`config.mk`:
```
export PLATFORM = sky130hd
export DESIGN_NAME = md5_message_digest_top_flat
export DESIGN_NICKNAME = d
export VERILOG_FILES = /design/src/hdl/md5_pkg.sv /design/src/hdl/md5_stream_if.sv /design/src/hdl/md5_msg_buf.sv /design/src/hdl/md5_round_unit.sv /design/src/hdl/md5_message_digest_top.sv /design/src/flat_wrapper.sv
export SDC_FILE = /design/constraint.sdc
export NUM_CORES = 2
export LEC_CHECK = 0
export BUFFER_PORTS_ARGS = -buffer_cell sky130_fd_sc_hd__buf_2
export CORE_ASPECT_RATIO = 0.9
export CORE_MARGIN = 1
export CORE_UTILIZATION = 45
export DETAILED_ROUTE_END_ITERATION = 16
export GPL_TIMING_DRIVEN = 0
export SKIP_CTS_REPAIR_TIMING = 1
export SYNTH_ARGS = -nofsm -noshare
export SYNTH_HDL_FRONTEND = slang
export SYNTH_HIERARCHICAL = 1
export SYNTH_SLANG_ARGS = --single-unit
```
`constraint.sdc`:
```
create_clock -name clk -period 8.4 [get_ports clk]
set_clock_uncertainty 0.2 [all_clocks]
set_input_delay 1.68 -clock clk [delete_from_list [all_inputs] [get_ports clk]]
set_output_delay 1.68 -clock clk [all_outputs]
set_load 0.05 [all_outputs]
```
`src/hdl/md5_pkg.sv`:
```
// Shared constants, tables, types and helper functions of the MD5 digest block.
package md5_pkg;

    localparam logic [31:0] INIT_A = 32'h67452301;
    localparam logic [31:0] INIT_B = 32'hefcdab89;
    localparam logic [31:0] INIT_C = 32'h98badcfe;
    localparam logic [31:0] INIT_D = 32'h10325476;

    localparam logic [7:0] PAD_BYTE   = 8'h80;
    localparam logic [5:0] LEN_OFFSET = 6'd56;
    localparam int         COUNT_W    = 61;

    localparam logic [31:0] ROUND_K [64] = '{
        32'hd76aa478, 32'he8c7b756, 32'h242070db, 32'hc1bdceee,
        32'hf57c0faf, 32'h4787c62a, 32'ha8304613, 32'hfd469501,
        32'h698098d8, 32'h8b44f7af, 32'hffff5bb1, 32'h895cd7be,
        32'h6b901122, 32'hfd987193, 32'ha679438e, 32'h49b40821,
        32'hf61e2562, 32'hc040b340, 32'h265e5a51, 32'he9b6c7aa,
        32'hd62f105d, 32'h02441453, 32'hd8a1e681, 32'he7d3fbc8,
        32'h21e1cde6, 32'hc33707d6, 32'hf4d50d87, 32'h455a14ed,
        32'ha9e3e905, 32'hfcefa3f8, 32'h676f02d9, 32'h8d2a4c8a,
        32'hfffa3942, 32'h8771f681, 32'h6d9d6122, 32'hfde5380c,
        32'ha4beea44, 32'h4bdecfa9, 32'hf6bb4b60, 32'hbebfbc70,
        32'h289b7ec6, 32'heaa127fa, 32'hd4ef3085, 32'h04881d05,
        32'hd9d4d039, 32'he6db99e5, 32'h1fa27cf8, 32'hc4ac5665,
        32'hf4292244, 32'h432aff97, 32'hab9423a7, 32'hfc93a039,
        32'h655b59c3, 32'h8f0ccc92, 32'hffeff47d, 32'h85845dd1,
        32'h6fa87e4f, 32'hfe2ce6e0, 32'ha3014314, 32'h4e0811a1,
        32'hf7537e82, 32'hbd3af235, 32'h2ad7d2bb, 32'heb86d391
    };

    // Rotate amounts, indexed by {round group, round number mod 4}.
    localparam logic [4:0] ROT_AMT [16] = '{
        5'd7, 5'd12, 5'd17, 5'd22,
        5'd5, 5'd9,  5'd14, 5'd20,
        5'd4, 5'd11, 5'd16, 5'd23,
        5'd6, 5'd10, 5'd15, 5'd21
    };

    // Kind of block a compression pass works on.
    typedef enum logic [1:0] {
        PASS_DATA,   // full block of message bytes
        PASS_LAST,   // tail bytes, pad byte, zeros and bit length
        PASS_PAD,    // tail bytes, pad byte and zeros; length follows in a second block
        PASS_LEN     // zeros and bit length only
    } pass_t;

    typedef struct packed {
        logic       init;   // load working words from the chaining words
        logic       step;   // run one round
        logic [5:0] rnd;    // round number
    } round_ctl_t;

    typedef struct packed {
        logic       wr_en;
        logic [5:0] wr_addr;
        logic [7:0] wr_data;
        logic [3:0] rd_addr;
    } buf_ctl_t;

    // Message word used by a given round.
    function automatic logic [3:0] msg_index(input logic [5:0] rnd);
        logic [3:0] lo;
        logic [3:0] idx;
        lo = rnd[3:0];
        case (rnd[5:4])
            2'd0:    idx = lo;
            2'd1:    idx = 4'(lo * 4'd5 + 4'd1);
            2'd2:    idx = 4'(lo * 4'd3 + 4'd5);
            default: idx = 4'(lo * 4'd7);
        endcase
        return idx;
    endfunction

endpackage

```
`src/hdl/md5_stream_if.sv`:
```
// Valid/ready channel interfaces for message bytes and digest words.
interface md5_in_if;
    logic       valid;
    logic       ready;
    logic [7:0] data_byte;
    logic       has_byte;
    logic       end_of_message;

    modport source (output valid, output data_byte, output has_byte,
                    output end_of_message, input ready);
    modport sink   (input valid, input data_byte, input has_byte,
                    input end_of_message, output ready);
endinterface

interface md5_out_if;
    logic        valid;
    logic        ready;
    logic [31:0] digest_word;
    logic [1:0]  word_index;
    logic        last_word;

    modport source (output valid, output digest_word, output word_index,
                    output last_word, input ready);
    modport sink   (input valid, input digest_word, input word_index,
                    input last_word, output ready);
endinterface

```
`src/hdl/md5_msg_buf.sv`:
```
// Block buffer memory with padding and length insertion on the read side.
module md5_msg_buf
    import md5_pkg::*;
(
    input  logic                 clk,
    input  buf_ctl_t             ctl,
    input  pass_t                pass,
    input  logic [COUNT_W-1:0]   count,
    output logic [31:0]          m_word
);

    logic [31:0] mem [16];
    logic [31:0] rdata_reg;
    logic [3:0]  widx_reg;
    logic [63:0] bit_len;
    logic [5:0]  fill;

    always_ff @(posedge clk)
    begin
        if (ctl.wr_en)
        begin
            mem[ctl.wr_addr[5:2]][8*ctl.wr_addr[1:0] +: 8] <= ctl.wr_data;
        end
        rdata_reg <= mem[ctl.rd_addr];
        widx_reg  <= ctl.rd_addr;
    end

    assign bit_len = {count, 3'b000};
    assign fill    = count[5:0];

    // Bytes past the fill point are replaced by the pad byte, zeros or the length.
    always_comb
    begin
        logic [5:0] off;
        logic [2:0] lsel;
        logic [7:0] raw;
        logic [7:0] len_byte;
        logic       in_len;
        m_word = '0;
        for (int k = 0; k < 4; k++)
        begin
            off      = {widx_reg, 2'(k)};
            lsel     = {widx_reg[0], 2'(k)};
            raw      = rdata_reg[8*k +: 8];
            len_byte = bit_len[8*lsel +: 8];
            in_len   = (off >= LEN_OFFSET);
            case (pass)
                PASS_DATA:
                    m_word[8*k +: 8] = raw;
                PASS_LAST, PASS_PAD:
                begin
                    if (off < fill)
                        m_word[8*k +: 8] = raw;
                    else if (off == fill)
                        m_word[8*k +: 8] = PAD_BYTE;
                    else if (in_len && (pass == PASS_LAST))
                        m_word[8*k +: 8] = len_byte;
                    else
                        m_word[8*k +: 8] = 8'h00;
                end
                default:
                    m_word[8*k +: 8] = in_len ? len_byte : 8'h00;
            endcase
        end
    end

endmodule

```
`src/hdl/md5_round_unit.sv`:
```
// Shared MD5 round datapath: one round per cycle on the working words.
module md5_round_unit
    import md5_pkg::*;
(
    input  logic        clk,
    input  round_ctl_t  ctl,
    input  logic [31:0] m_word,
    input  logic [31:0] chain [4],
    output logic [31:0] work [4]
);

    logic [31:0] a_reg, b_reg, c_reg, d_reg;
    logic [31:0] pre_reg;   // a + K + M of the round that runs next
    logic [31:0] f_val;
    logic [31:0] sum_val;
    logic [63:0] rot_dbl;
    logic [31:0] b_next;
    logic [31:0] pre_base;
    logic [5:0]  k_idx;
    logic [31:0] pre_next;

    always_comb
    begin
        case (ctl.rnd[5:4])
            2'd0:    f_val = (b_reg & c_reg) | (~b_reg & d_reg);
            2'd1:    f_val = (d_reg & b_reg) | (~d_reg & c_reg);
            2'd2:    f_val = b_reg ^ c_reg ^ d_reg;
            default: f_val = c_reg ^ (b_reg | ~d_reg);
        endcase
    end

    assign sum_val = pre_reg + f_val;
    assign rot_dbl = {sum_val, sum_val} << ROT_AMT[{ctl.rnd[5:4], ctl.rnd[1:0]}];
    assign b_next  = b_reg + rot_dbl[63:32];

    // The next round's a is the current d, so its constant sum is formed in advance in pre_reg.
    assign pre_base = ctl.init ? chain[0] : d_reg;
    assign k_idx    = ctl.init ? 6'd0 : 6'(ctl.rnd + 6'd1);
    assign pre_next = pre_base + ROUND_K[k_idx] + m_word;

    always_ff @(posedge clk)
    begin
        if (ctl.init)
        begin
            a_reg   <= chain[0];
            b_reg   <= chain[1];
            c_reg   <= chain[2];
            d_reg   <= chain[3];
            pre_reg <= pre_next;
        end
        else if (ctl.step)
        begin
            a_reg   <= d_reg;
            d_reg   <= c_reg;
            c_reg   <= b_reg;
            b_reg   <= b_next;
            pre_reg <= pre_next;
        end
    end

    assign work[0] = a_reg;
    assign work[1] = b_reg;
    assign work[2] = c_reg;
    assign work[3] = d_reg;

endmodule

```
`src/hdl/md5_message_digest_top.sv`:
```
// MD5 digest top level: byte intake, block sequencer, chaining words and digest output.
//
//   channel | dir | fields                                   | transfer when
//   msg     | in  | data_byte[7:0], has_byte, end_of_message | msg.valid && msg.ready
//   digest  | out | digest_word[31:0], word_index[1:0], last | digest.valid && digest.ready
//
// A byte that does not complete a block leaves the block idle. A byte that completes a block
// runs a pass: S_LOAD0 and S_LOAD1 prime the buffer read and the round unit, the 64 rounds
// go through the single round unit, S_ADD folds into the chaining words. An end of message
// runs one or two such passes, then offers four digest words, one per cycle while
// digest.ready holds. msg.ready is high only while idle. Reset loads the initial chaining
// words and clears the byte count; the block buffer needs no clearing.
module md5_message_digest_top
    import md5_pkg::*;
(
    input  logic            clk,
    input  logic            rst_n,
    md5_in_if.sink          msg,
    md5_out_if.source       digest
);

    localparam logic [2:0] S_IDLE  = 3'd0;
    localparam logic [2:0] S_LOAD0 = 3'd1;
    localparam logic [2:0] S_LOAD1 = 3'd2;
    localparam logic [2:0] S_ROUND = 3'd3;
    localparam logic [2:0] S_ADD   = 3'd4;
    localparam logic [2:0] S_EMIT  = 3'd5;

    logic [2:0]         state_reg, state_next;
    pass_t              pass_reg, pass_next;
    logic               end_pend_reg, end_pend_next;
    logic [5:0]         rnd_reg, rnd_next;
    logic [1:0]         emit_idx_reg, emit_idx_next;
    logic [COUNT_W-1:0] count_reg, count_next;
    logic [31:0]        chain_reg [4];
    logic [31:0]        work [4];
    logic [31:0]        m_word;
    logic               msg_xfer;
    logic               dig_xfer;
    logic [5:0]         fill_after;
    pass_t              final_pass;
    buf_ctl_t           buf_ctl;
    round_ctl_t         round_ctl;

    assign msg_xfer = msg.valid && msg.ready;
    assign dig_xfer = digest.valid && digest.ready;

    assign msg.ready          = (state_reg == S_IDLE);
    assign digest.valid       = (state_reg == S_EMIT);
    assign digest.digest_word = chain_reg[emit_idx_reg];
    assign digest.word_index  = emit_idx_reg;
    assign digest.last_word   = (emit_idx_reg == 2'd3);

    // Tail length of the final block decides whether the length fits behind the pad byte.
    assign fill_after = msg.has_byte ? 6'(count_reg[5:0] + 6'd1) : count_reg[5:0];
    assign final_pass = (fill_after < LEN_OFFSET) ? PASS_LAST : PASS_PAD;

    always_comb
    begin
        buf_ctl.wr_en   = msg_xfer && msg.has_byte;
        buf_ctl.wr_addr = count_reg[5:0];
        buf_ctl.wr_data = msg.data_byte;
        unique case (state_reg)
            S_LOAD1: buf_ctl.rd_addr = msg_index(6'd1);
            S_ROUND: buf_ctl.rd_addr = msg_index(6'(rnd_reg + 6'd2));
            default: buf_ctl.rd_addr = msg_index(6'd0);
        endcase
        round_ctl.init = (state_reg == S_LOAD1);
        round_ctl.step = (state_reg == S_ROUND);
        round_ctl.rnd  = rnd_reg;
    end

    md5_msg_buf u_buf
    (
        .clk    (clk),
        .ctl    (buf_ctl),
        .pass   (pass_reg),
        .count  (count_reg),
        .m_word (m_word)
    );

    md5_round_unit u_round
    (
        .clk    (clk),
        .ctl    (round_ctl),
        .m_word (m_word),
        .chain  (chain_reg),
        .work   (work)
    );

    always_comb
    begin
        state_next    = state_reg;
        pass_next     = pass_reg;
        end_pend_next = end_pend_reg;
        rnd_next      = rnd_reg;
        emit_idx_next = emit_idx_reg;
        count_next    = count_reg;
        unique case (state_reg)
            S_IDLE:
            begin
                if (msg_xfer)
                begin
                    if (msg.has_byte)
                    begin
                        count_next = count_reg + COUNT_W'(1);
                    end
                    if (msg.has_byte && (count_reg[5:0] == 6'd63))
                    begin
                        pass_next     = PASS_DATA;
                        end_pend_next = msg.end_of_message;
                        state_next    = S_LOAD0;
                    end
                    else if (msg.end_of_message)
                    begin
                        pass_next  = final_pass;
                        state_next = S_LOAD0;
                    end
                end
            end
            S_LOAD0:
                state_next = S_LOAD1;
            S_LOAD1:
            begin
                rnd_next   = 6'd0;
                state_next = S_ROUND;
            end
            S_ROUND:
            begin
                rnd_next = 6'(rnd_reg + 6'd1);
                if (rnd_reg == 6'd63)
                begin
                    state_next = S_ADD;
                end
            end
            S_ADD:
            begin
                case (pass_reg)
                    PASS_DATA:
                    begin
                        if (end_pend_reg)
                        begin
                            // The full block leaves an empty tail, so everything fits.
                            end_pend_next = 1'b0;
                            pass_next     = PASS_LAST;
                            state_next    = S_LOAD0;
                        end
                        else
                        begin
                            state_next = S_IDLE;
                        end
                    end
                    PASS_PAD:
                    begin
                        pass_next  = PASS_LEN;
                        state_next = S_LOAD0;
                    end
                    default:
                    begin
                        emit_idx_next = 2'd0;
                        state_next    = S_EMIT;
                    end
                endcase
            end
            S_EMIT:
            begin
                if (dig_xfer)
                begin
                    emit_idx_next = 2'(emit_idx_reg + 2'd1);
                    if (emit_idx_reg == 2'd3)
                    begin
                        count_next = '0;
                        state_next = S_IDLE;
                    end
                end
            end
            default:
                state_next = S_IDLE;
        endcase
    end

    always_ff @(posedge clk or negedge rst_n)
    begin
        if (!rst_n)
        begin
            state_reg    <= S_IDLE;
            pass_reg     <= PASS_DATA;
            end_pend_reg <= 1'b0;
            rnd_reg      <= '0;
            emit_idx_reg <= '0;
            count_reg    <= '0;
            chain_reg[0] <= INIT_A;
            chain_reg[1] <= INIT_B;
            chain_reg[2] <= INIT_C;
            chain_reg[3] <= INIT_D;
        end
        else
        begin
            state_reg    <= state_next;
            pass_reg     <= pass_next;
            end_pend_reg <= end_pend_next;
            rnd_reg      <= rnd_next;
            emit_idx_reg <= emit_idx_next;
            count_reg    <= count_next;
            if (state_reg == S_ADD)
            begin
                for (int k = 0; k < 4; k++)
                begin
                    chain_reg[k] <= chain_reg[k] + work[k];
                end
            end
            else if (dig_xfer && (emit_idx_reg == 2'd3))
            begin
                chain_reg[0] <= INIT_A;
                chain_reg[1] <= INIT_B;
                chain_reg[2] <= INIT_C;
                chain_reg[3] <= INIT_D;
            end
        end
    end

endmodule

```
`src/flat_wrapper.sv`:
```
// flat-port wrapper written by rule: the top's interface ports become plain ports
module md5_message_digest_top_flat import md5_pkg::*;
  (clk, rst_n, msg_valid, msg_data_byte, msg_has_byte, msg_end_of_message, msg_ready, digest_valid, digest_digest_word, digest_word_index, digest_last_word, digest_ready);
  md5_in_if msg_i ();
  md5_out_if digest_i ();
  input  logic clk;
  input  logic rst_n;
  input wire logic [$bits(msg_i.valid)-1:0] msg_valid;
  input wire logic [$bits(msg_i.data_byte)-1:0] msg_data_byte;
  input wire logic [$bits(msg_i.has_byte)-1:0] msg_has_byte;
  input wire logic [$bits(msg_i.end_of_message)-1:0] msg_end_of_message;
  output wire logic [$bits(msg_i.ready)-1:0] msg_ready;
  output wire logic [$bits(digest_i.valid)-1:0] digest_valid;
  output wire logic [$bits(digest_i.digest_word)-1:0] digest_digest_word;
  output wire logic [$bits(digest_i.word_index)-1:0] digest_word_index;
  output wire logic [$bits(digest_i.last_word)-1:0] digest_last_word;
  input wire logic [$bits(digest_i.ready)-1:0] digest_ready;
  assign msg_i.valid = msg_valid;
  assign msg_i.data_byte = msg_data_byte;
  assign msg_i.has_byte = msg_has_byte;
  assign msg_i.end_of_message = msg_end_of_message;
  assign msg_ready = msg_i.ready;
  assign digest_valid = digest_i.valid;
  assign digest_digest_word = digest_i.digest_word;
  assign digest_word_index = digest_i.word_index;
  assign digest_last_word = digest_i.last_word;
  assign digest_i.ready = digest_ready;
  md5_message_digest_top u_core (.clk(clk), .rst_n(rst_n), .msg(msg_i), .digest(digest_i));
endmodule
```
After elaboration in Yosys (flattened, before gate mapping)

Memories as Yosys holds them, arrays and structs flattened. A register that Yosys moved wholly into a read port is not among the register bits.
Cells that the tools add are included.

Output and inout bits: 37
Logic and storage cells: 202
Memory bits (read-only): 2128
Bits in writable memories: 512
Memories kept: 3
Flip-flop bits (word level): 367

Memory list:

| name             | depth | width | rd ports | clocked after memory_dff | write ports | line                 | text |
|---|---|---|---|---|---|---|---|
| (no name shown)  | 64    | 32    | 1        | 0                        | 0           | md5_round_unit.sv:39 | `assign pre_next = pre_base + ROUND_K[k_idx] + m_word;` |
| u_core.u_buf.mem | 16    | 32    | 1        | 1                        | 1           | md5_msg_buf.sv:12    | `logic [31:0] mem [16];` |
| (no name shown)  | 16    | 5     | 1        | 0                        | 0           | md5_round_unit.sv:33 | `assign rot_dbl = {sum_val, sum_val} << ROT_AMT[{ctl.rnd[5:4], ctl.rnd[1:0]}];` |

Equality and inequality tests: 29
Reduce and logical (&&, ||, !) cells: 25
Order comparisons: 12
Bitwise gates (word level): 15
$add $sub $neg: 16
Multiply operators: 3
Shift operators: 7
Muxes and demuxes: 76

Operators with widths:

| cell                      | count |
|---|---|
| $mux W32                  | 16 |
| $add A32 B32 Y32          | 8 |
| $mux W128                 | 2 |
| $shiftx A64 B7 Y8         | 4 |
| $mux W61                  | 4 |
| $and A32 B32 Y32          | 4 |
| $mux W8                   | 16 |
| $pmux W61 S2              | 1 |
| $or A32 B32 Y32           | 3 |
| $pmux W32 S3              | 1 |
| $xor A32 B32 Y32          | 3 |
| $bmux W32 S2              | 1 |
| $not A32 Y32              | 2 |
| $pmux W8 S2               | 4 |
| $shl A64 B5 Y64           | 1 |
| $add A61 B1 Y61 const B   | 1 |
| $neg A5 Y34               | 1 |
| $shift A8 B34 Y32 const A | 1 |
| $shiftx A8 B34 Y32        | 1 |
| $eq A6 B6 Y1              | 4 |
| $ge A6 B6 Y1 const B      | 4 |
| $lt A6 B6 Y1              | 4 |
| $mux W3                   | 6 |
| $pmux W3 S6               | 1 |
| other kinds (41)          | 90 |

Logic depth before layout (Yosys ltp)

Word-level depth: 10
Mapped depth: 35
Depth with buffers taken out: 31

Hierarchy

Netlist, hierarchy kept.

Modules (own cells, without submodules):

| module                 | instances | area each (um^2) | cells each |
|---|---|---|---|
| md5_msg_buf            | 1         | 21685.8          | 1038 |
| md5_round_unit         | 1         | 19463.7          | 2369 |
| md5_message_digest_top | 1         | 15718.8          | 1781 |

Least setup slack after synthesis

OpenSTA, ideal clock, no wires.

Path kind: register to register
From: reg u_core.rnd_reg[4]
To: reg u_core.u_round.b_reg[30], data pin
Clock period less this slack: 8.194 ns
Arrival time: 7.727 ns
Slack: 0.206 ns
Required time: 7.933 ns
Cell stages (with the launch flop): 33
Cell sequence: dfrtp_1 buf_1 buf_1 clkbuf_1 clkbuf_1 xnor2_1 o21ai_0 a21oi_1 a31oi_1 ha_1 fa_1 nand3_1 a2111oi_2 o21bai_1 o21a_2 o21a_1 xnor2_1 mux4_2 mux2i_1 mux2i_1 mux2_2 fa_1 a21o_1 a21o_1 a2111oi_2 o31ai_1 a2111oi_2 nor3_1 o21ai_0 o2111ai_1 a21oi_1 xor2_1 o21ai_0

Word-level cells in the longest chain between the ends: 8

Ends and longest elaborated chain:

| element                                                                  | line                          | text |
|---|---|---|
| start: declaration                                                       | md5_message_digest_top.sv:32  | `logic [5:0] rnd_reg, rnd_next;` |
| start signal: assignment                                                 | md5_message_digest_top.sv:202 | `rnd_reg <= rnd_next;` |
| parallel branches: the longest is 4 deep, another holds $add A32 B32 Y32 | -                             |  |
| $shl A64 B5 Y64 *                                                        | md5_round_unit.sv:33          |  |
| $add A32 B32 Y32 *                                                       | md5_round_unit.sv:34          | `assign b_next = b_reg + rot_dbl[63:32];` |
| $mux W32 *                                                               | md5_round_unit.sv:51          | `else if (ctl.step)` |
| $mux W32 *                                                               | md5_round_unit.sv:43          | `if (ctl.init)` |
| end signal: assignment                                                   | md5_round_unit.sv:46          | `b_reg <= chain[1];` |
| end signal: assignment                                                   | md5_round_unit.sv:56          | `b_reg <= b_next;` |
| end: declaration                                                         | md5_round_unit.sv:12          | `logic [31:0] a_reg, b_reg, c_reg, d_reg;` |

Every way passes the cells marked *. The select of a mux whose other input is x is not followed.
A chain may end at the register's enable or synchronous reset.

Worst setup path in the final report

From: reg u_core.rnd_reg[4]
To: reg u_core.u_round.b_reg[24], data pin

Same word-level chain as after synthesis.

==> metrics.txt <==
Main synth FF type=edfxtp_1; number of synthesized flops with an enable pin=672; Max Cap Viol=1; first drt pass iteration count=6; vias in the first global route=42500; Rel. slew slack=0.0507%; antenna viol nets, final=0; mean post-synth cell area=11.0 um^2; setup TNS after final layout=0 ps; CP startpoint kind=register; Synth area leaders=edfxtp_1, mux4_2, dfrtp_1; worst-margin pin slew=roughly 1500 ps; global-route wire length before repair=around 300000 um; asr flop ratio synth=22.3%; Crit Path Category=reg2reg; crit-path max cell delay=between 500 and 600 ps; routed vias/inst=6.29; average wire per standard cell=~30 um; Crit Reg-Reg Startpoint=u_core/rnd_reg[4]; WHS=about 330 ps; synthesized area=56900 um^2; core area=125000 um^2; worst hold path class=reg2reg; Yosys warnings=6; via count=45000; Clock Latency Late Sink=~730 ps; CP Buf/Inv Count=5; worst setup margin=between 30 and 40 ps; gp weighted congestion=0.980; violated checks=max-capacitance violations; Area growth syn-to-layout=13.3%; final max-slew violation count=0; largest net degree at the start of global routing=between 100 and 150; Top delay family on crit path=compound AO/OA/AOI/OAI gates; Worst Hold Launch=u_core/chain_reg[39]; post-synth top area cell=edfxtp_1; Yosys top cell area share=35.5%; flip-flop and latch count after synthesis=911; Root Buffer=clkbuf_16; post-DP HPWL=159000 um; CP startpoint=u_core/rnd_reg[4]; post-synthesis sequential area ratio=around 46%; I/O Pins=51; final setup fails=0; PortBufs=50; CP max FO=11; antenna violations before repair=3; share of cells above drive strength 1=17.0%; CTS Buf Count=96; final WL=around 210000 um; Most common cell on crit path=a21o_1; Cell variety after synth=101; Final Hold Vio Count=0; Nets=5696; syn nets=5510; Die ar.=128000 um^2; Total GRT Usage=around a third; H-tree depth=3; Reg clk slew, reported paths=60 ps; Setup WS pre-CTS=-3510 ps; row cnt=about 120; Cells after Synth=between 5000 and 6000; outcome=finished, violations left; DRC=0; DRT iter0 DRCs=5116; total congestion overflow=0; Die X=377 um; effective utilization at floorplan=between 40% and 50%; Worst setup EP type=register; TritonCTS clock tree=built; Largest register FFs=512; slowest CP cell=or4_4; CP Data Required Time=8610 ps; CTS max path bufs=3; CP arrival=8570 ps; min cycle time layout=about 8400 ps; fin crit share=99.5%; total clock sinks=911; Layout fillers=11200; die height=approximately 340 um; Fmax=120 MHz
[layout by cell type (no fill, tap or decap), types with 121 or more instances in the layout]
cell,Yosys,layout
xor2_1,135,131
clkbuf_1,179,148
nor2_1,395,384
nand3_1,139,138
a21oi_1,359,337
xnor2_1,147,144
a21o_1,122,121
dfrtp_1,139,135
edfxtp_1,672,672
nand2_1,397,395
mux4_2,192,192
inv_1,187,186
ha_1,269,252
o21ai_0,421,406
[path summary, 6_finish.rpt]
kind                                            endpoint  slack, ps  depth (start not counted)
worst max-delay path            u_core/u_round/b_reg[24]         40                         34
worst min-delay path                u_core/chain_reg[39]        330                          2
worst max register to register  u_core/u_round/b_reg[24]         40                         34
worst min register to register      u_core/chain_reg[39]        330                          2
max in group asynchronous              u_core/rnd_reg[0]       5970                          2
min in group asynchronous           u_core/chain_reg[69]        840                          1
[per-stage QoR]
step / utilization [%] / std cells / instance area [um^2]
final: 51.5 / 7146 / 64400
after global routing: 51.5 / 7143 / 64400
after CTS: 50.0 / 7109 / 62500
after detailed placement: 47.4 / 6929 / 59400
after global placement: 47.3 / 6925 / 59200
after floorplan: - / 5188 / 56900
[cell usage after synthesis (21+ instances only)]
cell type	count
edfxtp_1	672
o21ai_0	421
nand2_1	397
nor2_1	395
a21oi_1	359
ha_1	269
mux4_2	192
inv_1	187
clkbuf_1	179
xnor2_1	147
dfrtp_1	139
nand3_1	139
xor2_1	135
a21o_1	122
mux2i_1	122
mux2_2	94
nor3_1	89
a31oi_1	84
a211oi_1	82
dfstp_2	64
and2_1	54
nand2b_1	52
or2_2	46
and3_1	45
nand4_1	44
fa_1	39
o211ai_1	39
o21a_1	38
nor2b_1	37
buf_1	36
dfxtp_1	36
buf_2	32
o21bai_1	31
o31ai_1	25
o22ai_1	23
or3_1	21
[worst register-to-register path, delay by kind of cell (launching register included)]
kind                     cells  cell delay (ps)
AND/OR/NAND/NOR              7             1420
adder cells (fa/ha/maj)      3              960
AO/OA/AOI/OAI               14             3010
buffers and inverters        5              810
XOR/XNOR                     2              300
multiplexers                 3              890
flip-flops                   1              480
[kinds of logic (layout without fill, tap and decap cells)]
family	count (synthesis)	count (layout)	synth area share (%)
AOI/OAI and AO/OA	1433	1433	15.8
xor gates and xnor gates	282	282	4.34
adders and majority gates	308	308	7.29
buffers and inverters	454	722	3.26
DFF	911	911	45.8
muxes	418	418	12.0
other	0	3	0
and+or+nand+nor	1382	1382	11.5
[metal layers]
| layer | GRT usage [%] | routed length [um] | share of wire (%) | up-vias |
|---|---|---|---|---|
| li1 | - | - | - | 20000 |
| met1 | 45.2 | 89200 | 42 | 22500 |
| met2 | 48.9 | 93800 | 44 | 2072 |
| met3 | 6.26 | 17700 | 8.3 | 400 |
| met4 | 15.8 | 11300 | 5.3 | 2 |
| met5 | 0 | 13 | 0.0061 | - |
[cell type report]
cell class	count	area (um^2)	share of cell area, %
Multi-Input combinational cell	3823	30200	47.0
Tap cell	1687	2110	3.28
Clock buffer	123	2640	4.09
Clock inverter	57	551	0.855
Antenna cell	3	7.51	0.0117
Sequential cell	911	26100	40.5
Buffer	256	1320	2.05
Timing Repair Buffer	97	748	1.16
Inverter	189	721	1.12
Power is left out: the tool's default activity adds up to more than one toggle a clock period on the data nets, which glitch-free logic cannot reach.
